$ cat config.mk
export PLATFORM = sky130hd
export DESIGN_NAME = sorted_priority_queue
export DESIGN_NICKNAME = d
export VERILOG_FILES = /design/src/hdl/spq_pkg.sv /design/src/hdl/spq_ram.sv /design/src/hdl/sorted_priority_queue.sv
export SDC_FILE = /design/constraint.sdc
export NUM_CORES = 1
export LEC_CHECK = 0
export BUFFER_PORTS_ARGS = -buffer_cell sky130_fd_sc_hd__buf_2
export CORE_ASPECT_RATIO = 0.5
export CORE_MARGIN = 5
export CORE_UTILIZATION = 50
export CTS_CLUSTER_DIAMETER = 30
export DETAILED_ROUTE_END_ITERATION = 6
export PLACE_DENSITY = 0.7
export SETUP_SLACK_MARGIN = 0.5
export SLEW_MARGIN = 40
export SYNTH_ARGS = -nofsm -noshare
export SYNTH_HDL_FRONTEND = slang
export SYNTH_SLANG_ARGS = --single-unit
$ cat constraint.sdc
create_clock -name i_clk -period 4.3 [get_ports i_clk]
set_clock_uncertainty 0.2 [all_clocks]
set_input_delay 0.86 -clock i_clk [delete_from_list [all_inputs] [get_ports i_clk]]
set_output_delay 0.86 -clock i_clk [all_outputs]
set_load 0.03 [all_outputs]
$ cat src/hdl/spq_pkg.sv
// ----------------------------------------------------------------------------
// spq_pkg
// Shared constants, codes and types of the sorted priority queue.
// ----------------------------------------------------------------------------
package spq_pkg;

    localparam int CAPACITY       = 16;
    localparam int PRIORITY_WIDTH = 8;
    localparam int TAG_WIDTH      = 8;

    localparam int CNT_W  = $clog2(CAPACITY + 1);
    localparam int ADDR_W = $clog2(CAPACITY);
    localparam int ENTRY_W = PRIORITY_WIDTH + TAG_WIDTH;

    localparam logic [CNT_W-1:0] CAP_CNT = CNT_W'(CAPACITY);

    localparam logic MODE_INSERT = 1'b0;
    localparam logic MODE_POP    = 1'b1;

    localparam logic [1:0] STAT_OK    = 2'd0;
    localparam logic [1:0] STAT_EMPTY = 2'd1;
    localparam logic [1:0] STAT_FULL  = 2'd2;

    typedef struct packed {
        logic [PRIORITY_WIDTH-1:0] prio;
        logic [TAG_WIDTH-1:0]      tag;
    } t_entry;

    typedef enum logic [2:0] {
        S_IDLE,
        S_INS_CMP,
        S_INS_LAST,
        S_POP_HEAD,
        S_POP_MV,
        S_OUT
    } t_state;

endpackage

$ cat src/hdl/spq_ram.sv
// ----------------------------------------------------------------------------
// spq_ram
// Generic single write port RAM with one registered read port.
// ----------------------------------------------------------------------------
module spq_ram #(
    parameter int WIDTH = 16,
    parameter int DEPTH = 16
) (
    input  logic                     i_clk,
    input  logic                     i_wr_en,
    input  logic [$clog2(DEPTH)-1:0] i_wr_addr,
    input  logic [WIDTH-1:0]         i_wr_data,
    input  logic [$clog2(DEPTH)-1:0] i_rd_addr,
    output logic [WIDTH-1:0]         o_rd_data
);

    logic [WIDTH-1:0] r_mem [DEPTH];
    logic [WIDTH-1:0] r_rd_data;

    always_ff @(posedge i_clk) begin
        if (i_wr_en) begin
            r_mem[i_wr_addr] <= i_wr_data;
        end
        r_rd_data <= r_mem[i_rd_addr];
    end

    assign o_rd_data = r_rd_data;

endmodule

$ cat src/hdl/sorted_priority_queue.sv
// ----------------------------------------------------------------------------
// sorted_priority_queue
// Bounded priority queue kept sorted in a RAM, highest priority at slot 0.
// ----------------------------------------------------------------------------
// Usage:
// The input channel (i_in_valid / o_in_ready) carries one command per beat:
// i_mode selects insert or pop; inserts carry i_new_priority and i_new_tag.
// Every command returns exactly one beat on the output channel
// (o_out_valid / i_out_ready) with a status, the popped entry (zero for
// inserts and failures) and the entry count after the command.
// Entries of equal priority leave in arrival order.
// Commands are processed one at a time. A sequencer walks the RAM one slot
// per cycle with a single comparator: an insert scans up from the tail and
// moves each lower-priority entry down one slot; a pop reads the head and
// then moves the remaining entries up. A pop on an empty queue and an insert
// into an empty or full queue skip the walk. Every command ends in the
// hand-over state, which loads the result into the output register, and the
// next command is accepted at the earliest at the first edge at which that
// result can be taken. The walk is paced by the single RAM write port.
// Reset empties the queue at once; RAM contents are not cleared. A stalled
// receiver holds the result in the output register; a new command can be
// accepted meanwhile, and its result waits until that register frees up.
// ----------------------------------------------------------------------------
module sorted_priority_queue
    import spq_pkg::*;
(
    input  logic                      i_clk,
    input  logic                      i_rst_n,
    input  logic                      i_in_valid,
    output logic                      o_in_ready,
    input  logic                      i_mode,
    input  logic [PRIORITY_WIDTH-1:0] i_new_priority,
    input  logic [TAG_WIDTH-1:0]      i_new_tag,
    output logic                      o_out_valid,
    input  logic                      i_out_ready,
    output logic [1:0]                o_status,
    output logic [PRIORITY_WIDTH-1:0] o_out_priority,
    output logic [TAG_WIDTH-1:0]      o_out_tag,
    output logic [CNT_W-1:0]          o_entry_count
);

    t_state                    r_state, n_state;
    logic [CNT_W-1:0]          r_count, n_count;
    logic [CNT_W-1:0]          r_idx, n_idx;
    t_entry                    r_new, n_new;
    logic [1:0]                r_res_status, n_res_status;
    t_entry                    r_res, n_res;

    logic                      r_out_valid, n_out_valid;
    logic [1:0]                r_out_status, n_out_status;
    t_entry                    r_out, n_out;
    logic [CNT_W-1:0]          r_out_count, n_out_count;

    logic                      wr_en;
    logic [ADDR_W-1:0]         wr_addr;
    t_entry                    wr_data;
    logic [ADDR_W-1:0]         rd_addr;
    t_entry                    rd_data;
    logic [CNT_W-1:0]          idx_m1;
    logic [CNT_W-1:0]          idx_m2;
    logic [CNT_W-1:0]          idx_p1;
    logic [CNT_W-1:0]          idx_p2;
    logic                      in_fire;

    spq_ram #(
        .WIDTH (ENTRY_W),
        .DEPTH (CAPACITY)
    ) u_ram (
        .i_clk     (i_clk),
        .i_wr_en   (wr_en),
        .i_wr_addr (wr_addr),
        .i_wr_data (wr_data),
        .i_rd_addr (rd_addr),
        .o_rd_data (rd_data)
    );

    assign o_in_ready = (r_state == S_IDLE);
    assign in_fire    = i_in_valid && o_in_ready;

    assign idx_m1 = r_idx - CNT_W'(1);
    assign idx_m2 = r_idx - CNT_W'(2);
    assign idx_p1 = r_idx + CNT_W'(1);
    assign idx_p2 = r_idx + CNT_W'(2);

    always_ff @(posedge i_clk) begin
        if (!i_rst_n) begin
            r_state     <= S_IDLE;
            r_count     <= '0;
            r_out_valid <= 1'b0;
        end else begin
            r_state     <= n_state;
            r_count     <= n_count;
            r_out_valid <= n_out_valid;
        end
    end

    always_ff @(posedge i_clk) begin
        r_idx        <= n_idx;
        r_new        <= n_new;
        r_res_status <= n_res_status;
        r_res        <= n_res;
        r_out_status <= n_out_status;
        r_out        <= n_out;
        r_out_count  <= n_out_count;
    end

    always_comb begin
        n_state      = r_state;
        n_count      = r_count;
        n_idx        = r_idx;
        n_new        = r_new;
        n_res_status = r_res_status;
        n_res        = r_res;
        n_out_valid  = r_out_valid;
        n_out_status = r_out_status;
        n_out        = r_out;
        n_out_count  = r_out_count;
        wr_en        = 1'b0;
        wr_addr      = r_idx[ADDR_W-1:0];
        wr_data      = r_new;
        rd_addr      = '0;

        if (r_out_valid && i_out_ready) begin
            n_out_valid = 1'b0;
        end

        case (r_state)
            S_IDLE: begin
                if (in_fire) begin
                    n_new.prio   = i_new_priority;
                    n_new.tag    = i_new_tag;
                    n_res_status = STAT_OK;
                    n_res        = '0;
                    if (i_mode == MODE_POP) begin
                        if (r_count == '0) begin
                            n_res_status = STAT_EMPTY;
                            n_state      = S_OUT;
                        end else begin
                            rd_addr = '0;
                            n_state = S_POP_HEAD;
                        end
                    end else if (r_count == CAP_CNT) begin
                        n_res_status = STAT_FULL;
                        n_state      = S_OUT;
                    end else if (r_count == '0) begin
                        wr_en        = 1'b1;
                        wr_addr      = '0;
                        wr_data.prio = i_new_priority;
                        wr_data.tag  = i_new_tag;
                        n_count      = r_count + CNT_W'(1);
                        n_state      = S_OUT;
                    end else begin
                        // Start at the tail; the slot just past it is free.
                        n_idx   = r_count;
                        rd_addr = ADDR_W'(r_count - CNT_W'(1));
                        n_state = S_INS_CMP;
                    end
                end
            end

            S_INS_CMP: begin
                // rd_data holds the entry at r_idx - 1.
                if (rd_data.prio < r_new.prio) begin
                    wr_en   = 1'b1;
                    wr_data = rd_data;
                    n_idx   = idx_m1;
                    if (r_idx == CNT_W'(1)) begin
                        n_state = S_INS_LAST;
                    end else begin
                        rd_addr = idx_m2[ADDR_W-1:0];
                    end
                end else begin
                    wr_en   = 1'b1;
                    n_count = r_count + CNT_W'(1);
                    n_state = S_OUT;
                end
            end

            S_INS_LAST: begin
                wr_en   = 1'b1;
                wr_addr = '0;
                n_count = r_count + CNT_W'(1);
                n_state = S_OUT;
            end

            S_POP_HEAD: begin
                n_res = rd_data;
                n_idx = '0;
                if (r_count > CNT_W'(1)) begin
                    rd_addr = ADDR_W'(1);
                    n_state = S_POP_MV;
                end else begin
                    n_count = r_count - CNT_W'(1);
                    n_state = S_OUT;
                end
            end

            S_POP_MV: begin
                // rd_data holds the entry at r_idx + 1; move it up one slot.
                wr_en   = 1'b1;
                wr_data = rd_data;
                n_idx   = idx_p1;
                if (idx_p2 < r_count) begin
                    rd_addr = idx_p2[ADDR_W-1:0];
                end else begin
                    n_count = r_count - CNT_W'(1);
                    n_state = S_OUT;
                end
            end

            S_OUT: begin
                if (!r_out_valid || i_out_ready) begin
                    n_out_valid  = 1'b1;
                    n_out_status = r_res_status;
                    n_out        = r_res;
                    n_out_count  = r_count;
                    n_state      = S_IDLE;
                end
            end

            default: begin
                n_state = S_IDLE;
            end
        endcase
    end

    assign o_out_valid    = r_out_valid;
    assign o_status       = r_out_status;
    assign o_out_priority = r_out.prio;
    assign o_out_tag      = r_out.tag;
    assign o_entry_count  = r_out_count;

    // The queue never holds more than its capacity.
    a_count_bound: assert property (@(posedge i_clk) disable iff (!i_rst_n)
        r_count <= CAP_CNT)
        else $error("entry count above capacity");

    // The count moves by at most one per command.
    a_count_step: assert property (@(posedge i_clk) disable iff (!i_rst_n)
        ($past(i_rst_n) && (r_count != $past(r_count))) |->
            ((r_count == $past(r_count) + CNT_W'(1)) ||
             (r_count == $past(r_count) - CNT_W'(1))))
        else $error("entry count jumped");

    // A result appears only when the sequencer hands it over.
    a_out_source: assert property (@(posedge i_clk) disable iff (!i_rst_n)
        ($past(i_rst_n) && $rose(r_out_valid)) |-> ($past(r_state) == S_OUT))
        else $error("result raised outside hand-over");

    // A full queue never takes a write past its last slot.
    a_full_write: assert property (@(posedge i_clk) disable iff (!i_rst_n)
        (r_state == S_INS_CMP) |-> (r_count < CAP_CNT))
        else $error("insert scan on a full queue");

endmodule
==> results of run 1 <==
[layout by cell type, fill, tap and decap left out, types with 17 or more instances in the layout]
master | synthesis | routed
a211oi_1 | 80 | 79
a311oi_1 | 26 | 25
clkbuf_16 | 0 | 41
o221ai_1 | 26 | 26
a22oi_1 | 17 | 17
ha_1 | 21 | 21
and2_1 | 21 | 21
buf_4 | 2 | 59
buf_2 | 16 | 45
o211ai_1 | 24 | 24
a21oi_1 | 36 | 34
and3_1 | 17 | 17
nand2_1 | 153 | 152
nor2_1 | 41 | 40
dfxtp_1 | 25 | 25
edfxtp_1 | 318 | 318
nand3_1 | 26 | 26
inv_1 | 66 | 66
[worst register-to-register path: cells and delay by family (launching register included)]
kind / cells / cell delay, ns
compound gates: 7 / 1.63
fa+ha+maj: 1 / 0.32
flops: 1 / 0.51
buf+inv: 3 / 0.66
simple gates: 1 / 0.22
[worst paths after layout]
path                  startpoint                  to  cells after the start
max          u_ram.o_rd_data[10]  u_ram.o_rd_data[9]                     12
min                     r_res[7]        o_out_tag[7]                      0
max reg2reg  u_ram.o_rd_data[10]  u_ram.o_rd_data[9]                     12
min reg2reg             r_res[7]        o_out_tag[7]                      0
[what timing repair did]
item | 4_1_cts | 5_1_grt
pin swaps | 0 | 1
buffers inserted | 0 | 4
resized for setup | 3 | 8
endpoints found under the setup margin | 1 | 16
[stage by stage]
| stage | std cells | hold slack [ns] | setup WS (ns) | power, mW | util |
|---|---|---|---|---|---|
| floorplan | 1138 | 0.200 | 0.559 | 9.37 | - |
| global route | 1631 | 0.229 | 0.490 | 16.1 | 0.592 |
| global placement | 1553 | 0.201 | 0.593 | 11.4 | 0.542 |
| CTS | 1627 | 0.220 | 0.549 | 15.2 | 0.590 |
| finish | 1631 | 0.219 | 0.618 | 15.3 | 0.592 |
| detailed placement | 1553 | 0.205 | 0.443 | 11.6 | 0.542 |
[per-layer routing]
metal,track usage,share of wire,wire [µm]
met1,0.329,0.42,16100
met2,0.347,0.45,17500
met3,0.0548,0.11,4310
met4,0.0599,0.021,823
met5,0,0,0
[power groups by stage]
stage | clock [mW] | combinational [mW] | sequential, mW
floorplan | 0 | 4.02 | 5.35
global placement | 0 | 5.97 | 5.44
detailed placement | 0 | 6.15 | 5.45
CTS | 3.60 | 6.23 | 5.38
global route | 3.75 | 6.89 | 5.44
finish | 3.56 | 6.39 | 5.40
[cell type report]
cell class	instances	area (µm²)
Fill cell	2179	11900
Sequential cell	343	10000
Multi-Input combinational cell	646	4370
Clock buffer	42	1030
Timing Repair Buffer	110	762
Tap cell	391	489
Clock inverter	32	369
Inverter	67	251
[registers in the layout, indices dropped and copies added, names as in the netlist, 8 cells and up]
signal and count:
u_ram.o_rd_data 16, r_res 16, o_out_tag 8, r_new 16
u_ram.r_mem 256, o_out_priority 8
[cells in the mapped netlist, drive strengths merged, types with 10 or more instances]
master  count
o211ai     24
a311oi     26
nand2     153
nand3      26
mux2       19
inv        67
o21ai      13
clkbuf     50
o221ai     26
a21oi      37
and3       17
edfxtp    318
a22oi      17
ha         21
buf        32
o41ai      10
and2       21
mux2i      15
nor3       12
a32oi      10
nor2       41
dfxtp      25
a211oi     80
[cell families after synthesis]
logic type / after synthesis
compound gates: 276
xor+xnor: 14
buf+inv: 149
simple gates: 295
mux: 40
fa+ha+maj: 21
flops: 343
==> summary.md, run 1 <==
| Metric | Value |
|---|---|
| Outcome | complete, no violations |
| Vias in the first global route | 9,902 |
| Initial antenna violation count | 0 |
| XOR/XNOR Fraction of Synth Area | 0.00821 |
| TritonRoute pass-1 iters | 6 |
| P_sw | 6.13 mW |
| Minimum clock period | roughly 3.7 ns |
| Via-to-Cell Ratio | 6.23 |
| Final setup viols | 0 |
| Share of layout cells above drive strength 1 | 0.179 |
| Clk pin slew, worst setup/hold paths | 0.07 ns |
| Die Y | 132 µm |
| Maxcap violations | 0 |
| Final Cell Area | 17,300 µm² |
| EDFF count, synth | about 320 |
| Num ports | 46 |
| Nets | roughly 1,300 |
| Critical path's largest stage delay | 0.51 ns |
| Core area | 29,200 µm² |
| Vias | 10,161 |
| Die area | 33,600 µm² |
| Worst endpoint required time | roughly 4.5 ns |
| Worst slew pin tran | 0.782 ns |
| Switch share | 0.400 |
| Syn_area_per_cell | between 10 and 15 µm² |
| CTS Buffer Depth | 3 |
| Worst Path Max Fanout | 21 |
| Ys flop type | edfxtp_1 |
| Top delay family on crit path | compound AO/OA/AOI/OAI gates |
| Synth area leaders | edfxtp_1 (64%), a211oi_1 (4.0%), nand2_1 (3.8%) |
| Detailed Route WL | 38,700 µm |
| FP Rows | 44 |
| Htree depth | 2 |
| Synth Cell Area | 14,900 µm² |
| Comb pwr share | 0.416 |
| Hold crit path type | reg -> reg |
| DRC viols | 0 |
| Ys Warns | 0 |
| GRT Total Usage | 0.227 |
| Routed len/inst | 23.7 µm |
| CTS Sinks | 343 |
| Share of flip-flops with an asynchronous set or reset | 0 |
| Final ANT Viol Nets | 0 |
| Cell-internal power | 9.21 mW |
| RSZ-0062 raised after global routing | no |
| I/O Buffers | 45 |
| Post-synthesis mux area share | 0.0337 |
| Simple-gate share of the synthesized area | 0.0890 |
| Initial Util | 0.511 |
| # diodes | 0 |
| Leading area contributor after synthesis | edfxtp_1 |
| Final Cycle Share | 0.856 |
| Synth Area in Compound Gates | 0.138 |
| Cell variety after synth | 57 |
| Worst-skew pair later-pin latency | 0.55 ns |
| Synth top area share | 0.640 |
| Fmax | 0.272 GHz |
| Adder-cell area share of the yosys netlist | 0.0176 |
| Pwr dens | around 890 nW/µm² |
| Seq/Total Area, Yosys | 0.673 |
| Initial DRC Count | about 1,200 |
| Cells after synthesis | 1,138 |
| Setup TNS | 0 ns |
| Root Driver | clkbuf_16 |
| CP Cell Sequence | ha_1 -> a211oi_1 -> o21ai_0 -> a211oi_4 -> buf_4 -> a21o_1 -> buf_6 -> a21oi_4 -> buf_4 -> nand2_2 -> a211oi_1 -> o41ai_2 |
| DP Area | 15,800 µm² |
| FF+latch count, synth | roughly 340 |
| CP endpoint kind | register |
| Slew Viols, Final | 0 |
| Lkg Pwr | ~6.3 nW |
| Syn Nets | between 1,000 and 1,500 |
| Slowest library cell on the worst path | dfxtp_1 |
| CTS Buf Count | 41 |
| Data arrival, critical path | 3.89 ns |
| Buffer and inverter count on the worst path | 3 |
| Dpl hpwl | 24,700 µm |
| Layout area overhead | 16.0% |
| Hold_buf cts | 0 |
| GRT Residual Overflow | 0 |
| Max IR drop VDD | 0.440 mV |
| Die Width | 254 µm |
| Register share of total power | 0.352 |
| GPL Wtd Cong | approximately 0.93 |
| CTS tree | yes |
| Clock Power Share | 0.232 |
| First-pass GRT wire length | 59,400 µm |
| Largest family of logic cells by synthesized area | compound AO/OA/AOI/OAI gates |
| Final Hold Fails | 0 |
| Largest net degree at the start of global routing | 49 |
| Reg2reg setup slack | about 0.62 ns |
| Rel. slew slack | 0.478 |
| Worst setup path category | reg -> reg |
| Worst Setup Start Kind | register |
(Power assumes the default switching activity.)
==> run 2, diff against run 1 <==
--- a/config.mk
+++ b/config.mk
@@ -11,6 +11,7 @@
 export CORE_UTILIZATION = 50
 export CTS_CLUSTER_DIAMETER = 30
 export DETAILED_ROUTE_END_ITERATION = 6
+export MAX_ROUTING_LAYER = met4
 export PLACE_DENSITY = 0.7
 export SETUP_SLACK_MARGIN = 0.5
 export SLEW_MARGIN = 40
==> run 2 against run 1 <==
Effect of this change: utilization decreased by 0.25 points; power shrank 1.2%; sequential share of layout area grew 0.25 points; combinational power about the same; first-iteration DRC count is 1.5% lower; final area is 0.43% lower; critical path type unchanged; largest cell class unchanged; largest power group unchanged; highest routed layer unchanged.
==> summary.md, run 2 (synthesis results as in run 1) <==
| Metric | Value |
|---|---|
| GRT Total Usage | 0.236 |
| Root Driver | clkbuf_16 |
| Worst endpoint required time | about 4.6 ns |
| Number of fill cells | 2,220 |
| Layout area overhead | 15.5% |
| Lkg Pwr | roughly 6.3 nW |
| Outcome | complete, no violations |
| Critical R2R Launch | r_idx[2] |
| CTS Buf Count | 42 |
| Largest net degree at the start of global routing | between 40 and 50 |
| Rel. slew slack | 0.513 |
| Routed len/inst | roughly 24 µm |
| Met2 Usage GRT | 0.346 |
| Die area | 33,600 µm² |
| Vias in the first global route | between 10,000 and 15,000 |
| Max FFs per register | 256 |
| GPL Wtd Cong | 0.927 |
| Hold_buf cts | 0 |
| Nets | 1,249 |
| Final Cycle Share | 0.853 |
| Maxcap violations | 0 |
| Worst Setup Start Kind | register |
| CTS tree | yes |
| Reg2reg path depth | 11 |
| CTS Buffer Depth | 3 |
| Data arrival, critical path | 3.92 ns |
| Met1 GRT Util | 0.325 |
| FP Rows | 44 |
| Worst slew pin tran | approximately 0.73 ns |
| Overall Power | 15.2 mW |
| Die Width | about 250 µm |
| Reg2reg setup slack | ~0.63 ns |
| CP endpoint kind | register |
| Core area | 29,200 µm² |
| Vias | 10,177 |
| Worst-skew pair later-pin latency | ~0.54 ns |
| Initial antenna violation count | 1 |
| Final setup viols | 0 |
| TritonRoute pass-1 iters | 5 |
| Final Hold Fails | 0 |
| Initial DRC Count | roughly 1,200 |
| Fmax | 0.273 GHz |
| Htree depth | 2 |
| I/O Buffers | 45 |
| Most frequent cells in the layout | edfxtp_1 (318), nand2_1 (151), a211oi_1 (78), inv_1 (65), buf_4 (56) |
| Commonest non-fill, non-tap cell in the layout | edfxtp_1 |
| Dpl hpwl | between 20,000 and 25,000 µm |
| Via-to-Cell Ratio | 6.24 |
| Pwr dens | 879 nW/µm² |
| Worst min-delay path startpoint | r_res[4] |
| Minimum clock period | 3.67 ns |
| First-pass GRT wire length | 59,500 µm |
| Max IR drop VDD | 0.426 mV |
| Share of layout cells above drive strength 1 | 0.174 |
| Hold crit path type | reg -> reg |
| Worst setup path category | reg -> reg |
| Die Y | 132 µm |
| Worst Path Max Fanout | 8 |
| GRT Residual Overflow | 0 |
| Setup TNS | 0 ns |
| Slew Viols, Final | 0 |
| Clk pin slew, worst setup/hold paths | 0.06 ns |
| Most crowded layer after global routing | met2 |
| Hold Path Sink | o_out_tag[4] |
| Final ANT Viol Nets | 0 |
| Initial Util | 0.511 |
| Final Core Density | 0.590 |
| CTS Sinks | 343 |
| R2R Path End | u_ram.o_rd_data[3] |
| Top reg by flops | u_ram.r_mem |
| Grt met3 use | 0.0651 |
| DRC viols | 0 |
| Hold path cells | 0 |
| Num ports | 46 |
| Detailed Route WL | 38,900 µm |
| RSZ-0062 raised after global routing | no |
==> run 2: cell count changes in the layout (fill, tap and decap cells not counted), sizes merged <==
| cell | previous run | this run |
|---|---|---|
| buf | 110 | 107 |
| diode | 0 | 2 |
| clkinv | 10 | 14 |
| inv | 80 | 73 |
| clkbuf | 42 | 51 |
| bufinv | 5 | 1 |
==> run 2: worst max-delay path by stage <==
| stage | start | endpoint | slack, ns | depth (start not counted) |
|---|---|---|---|---|
| detailed placement | r_idx[1] | u_ram.o_rd_data[12] | 0.44 | 12 |
| floorplan | r_idx[1] | u_ram.o_rd_data[12] | 0.56 | 16 |
| global placement | r_idx[1] | u_ram.o_rd_data[15] | 0.56 | 12 |
| global route | r_idx[2] | u_ram.o_rd_data[4] | 0.51 | 11 |
| finish | r_idx[2] | u_ram.o_rd_data[3] | 0.63 | 11 |
| CTS | r_count[1] | u_ram.o_rd_data[2] | 0.57 | 11 |
==> run 2: layout make-up <==
type	instances	area [µm²]	area share
Clock buffer	51	1100	0.0641
Antenna cell	2	5.00	0.000290
Clock inverter	25	235	0.0136
Inverter	67	251	0.0146
Timing Repair Buffer	107	739	0.0429
Multi-Input combinational cell	646	4370	0.253
Sequential cell	343	10000	0.583
Tap cell	391	489	0.0284
==> run 2: per-layer routing <==
| layer | share of wire | vias up |
|---|---|---|
| li1 | - | 4503 |
| met1 | 0.40 | 5011 |
| met2 | 0.45 | 578 |
| met3 | 0.12 | 85 |
| met4 | 0.022 | 0 |
| met5 | 0 | - |
==> run 2: worst max-delay path, stage by stage, from the launching register on <==
cell	delay, ns
edfxtp_1	0.39
buf_4	0.19
ha_1	0.25
xor2_1	0.17
ha_1	0.18
a211o_1	0.36
a311oi_1	0.35
a311oi_1	0.15
o22ai_1	0.56
nand2_1	0.37
a221o_1	0.35
o221ai_1	0.07
==> run 2: report_power, final <==
| part | internal (mW) | total [mW] | switching [mW] |
|---|---|---|---|
| sequential | 5.08 | 5.42 | 0.345 |
| clock | 1.94 | 3.35 | 1.42 |
| combinational | 2.02 | 6.38 | 4.36 |
==> run 2: what timing repair did <==
item,CTS,global route
setup buffers,4,0
gates resized for setup,2,12
endpoints found under the setup margin,47,63
hold endpoints to repair,0,0
pin swaps,1,0
==> run 2: per-stage QoR <==
| stage | std cells | cell area, µm² | hold slack [ns] | setup slack (ns) |
|---|---|---|---|---|
| after floorplan | 1138 | 14900 | 0.200 | 0.559 |
| after global placement | 1550 | 15800 | 0.201 | 0.560 |
| after detailed placement | 1550 | 15800 | 0.205 | 0.445 |
| after CTS | 1630 | 17200 | 0.218 | 0.569 |
| after global routing | 1631 | 17200 | 0.222 | 0.510 |
| final | 1632 | 17200 | 0.218 | 0.631 |
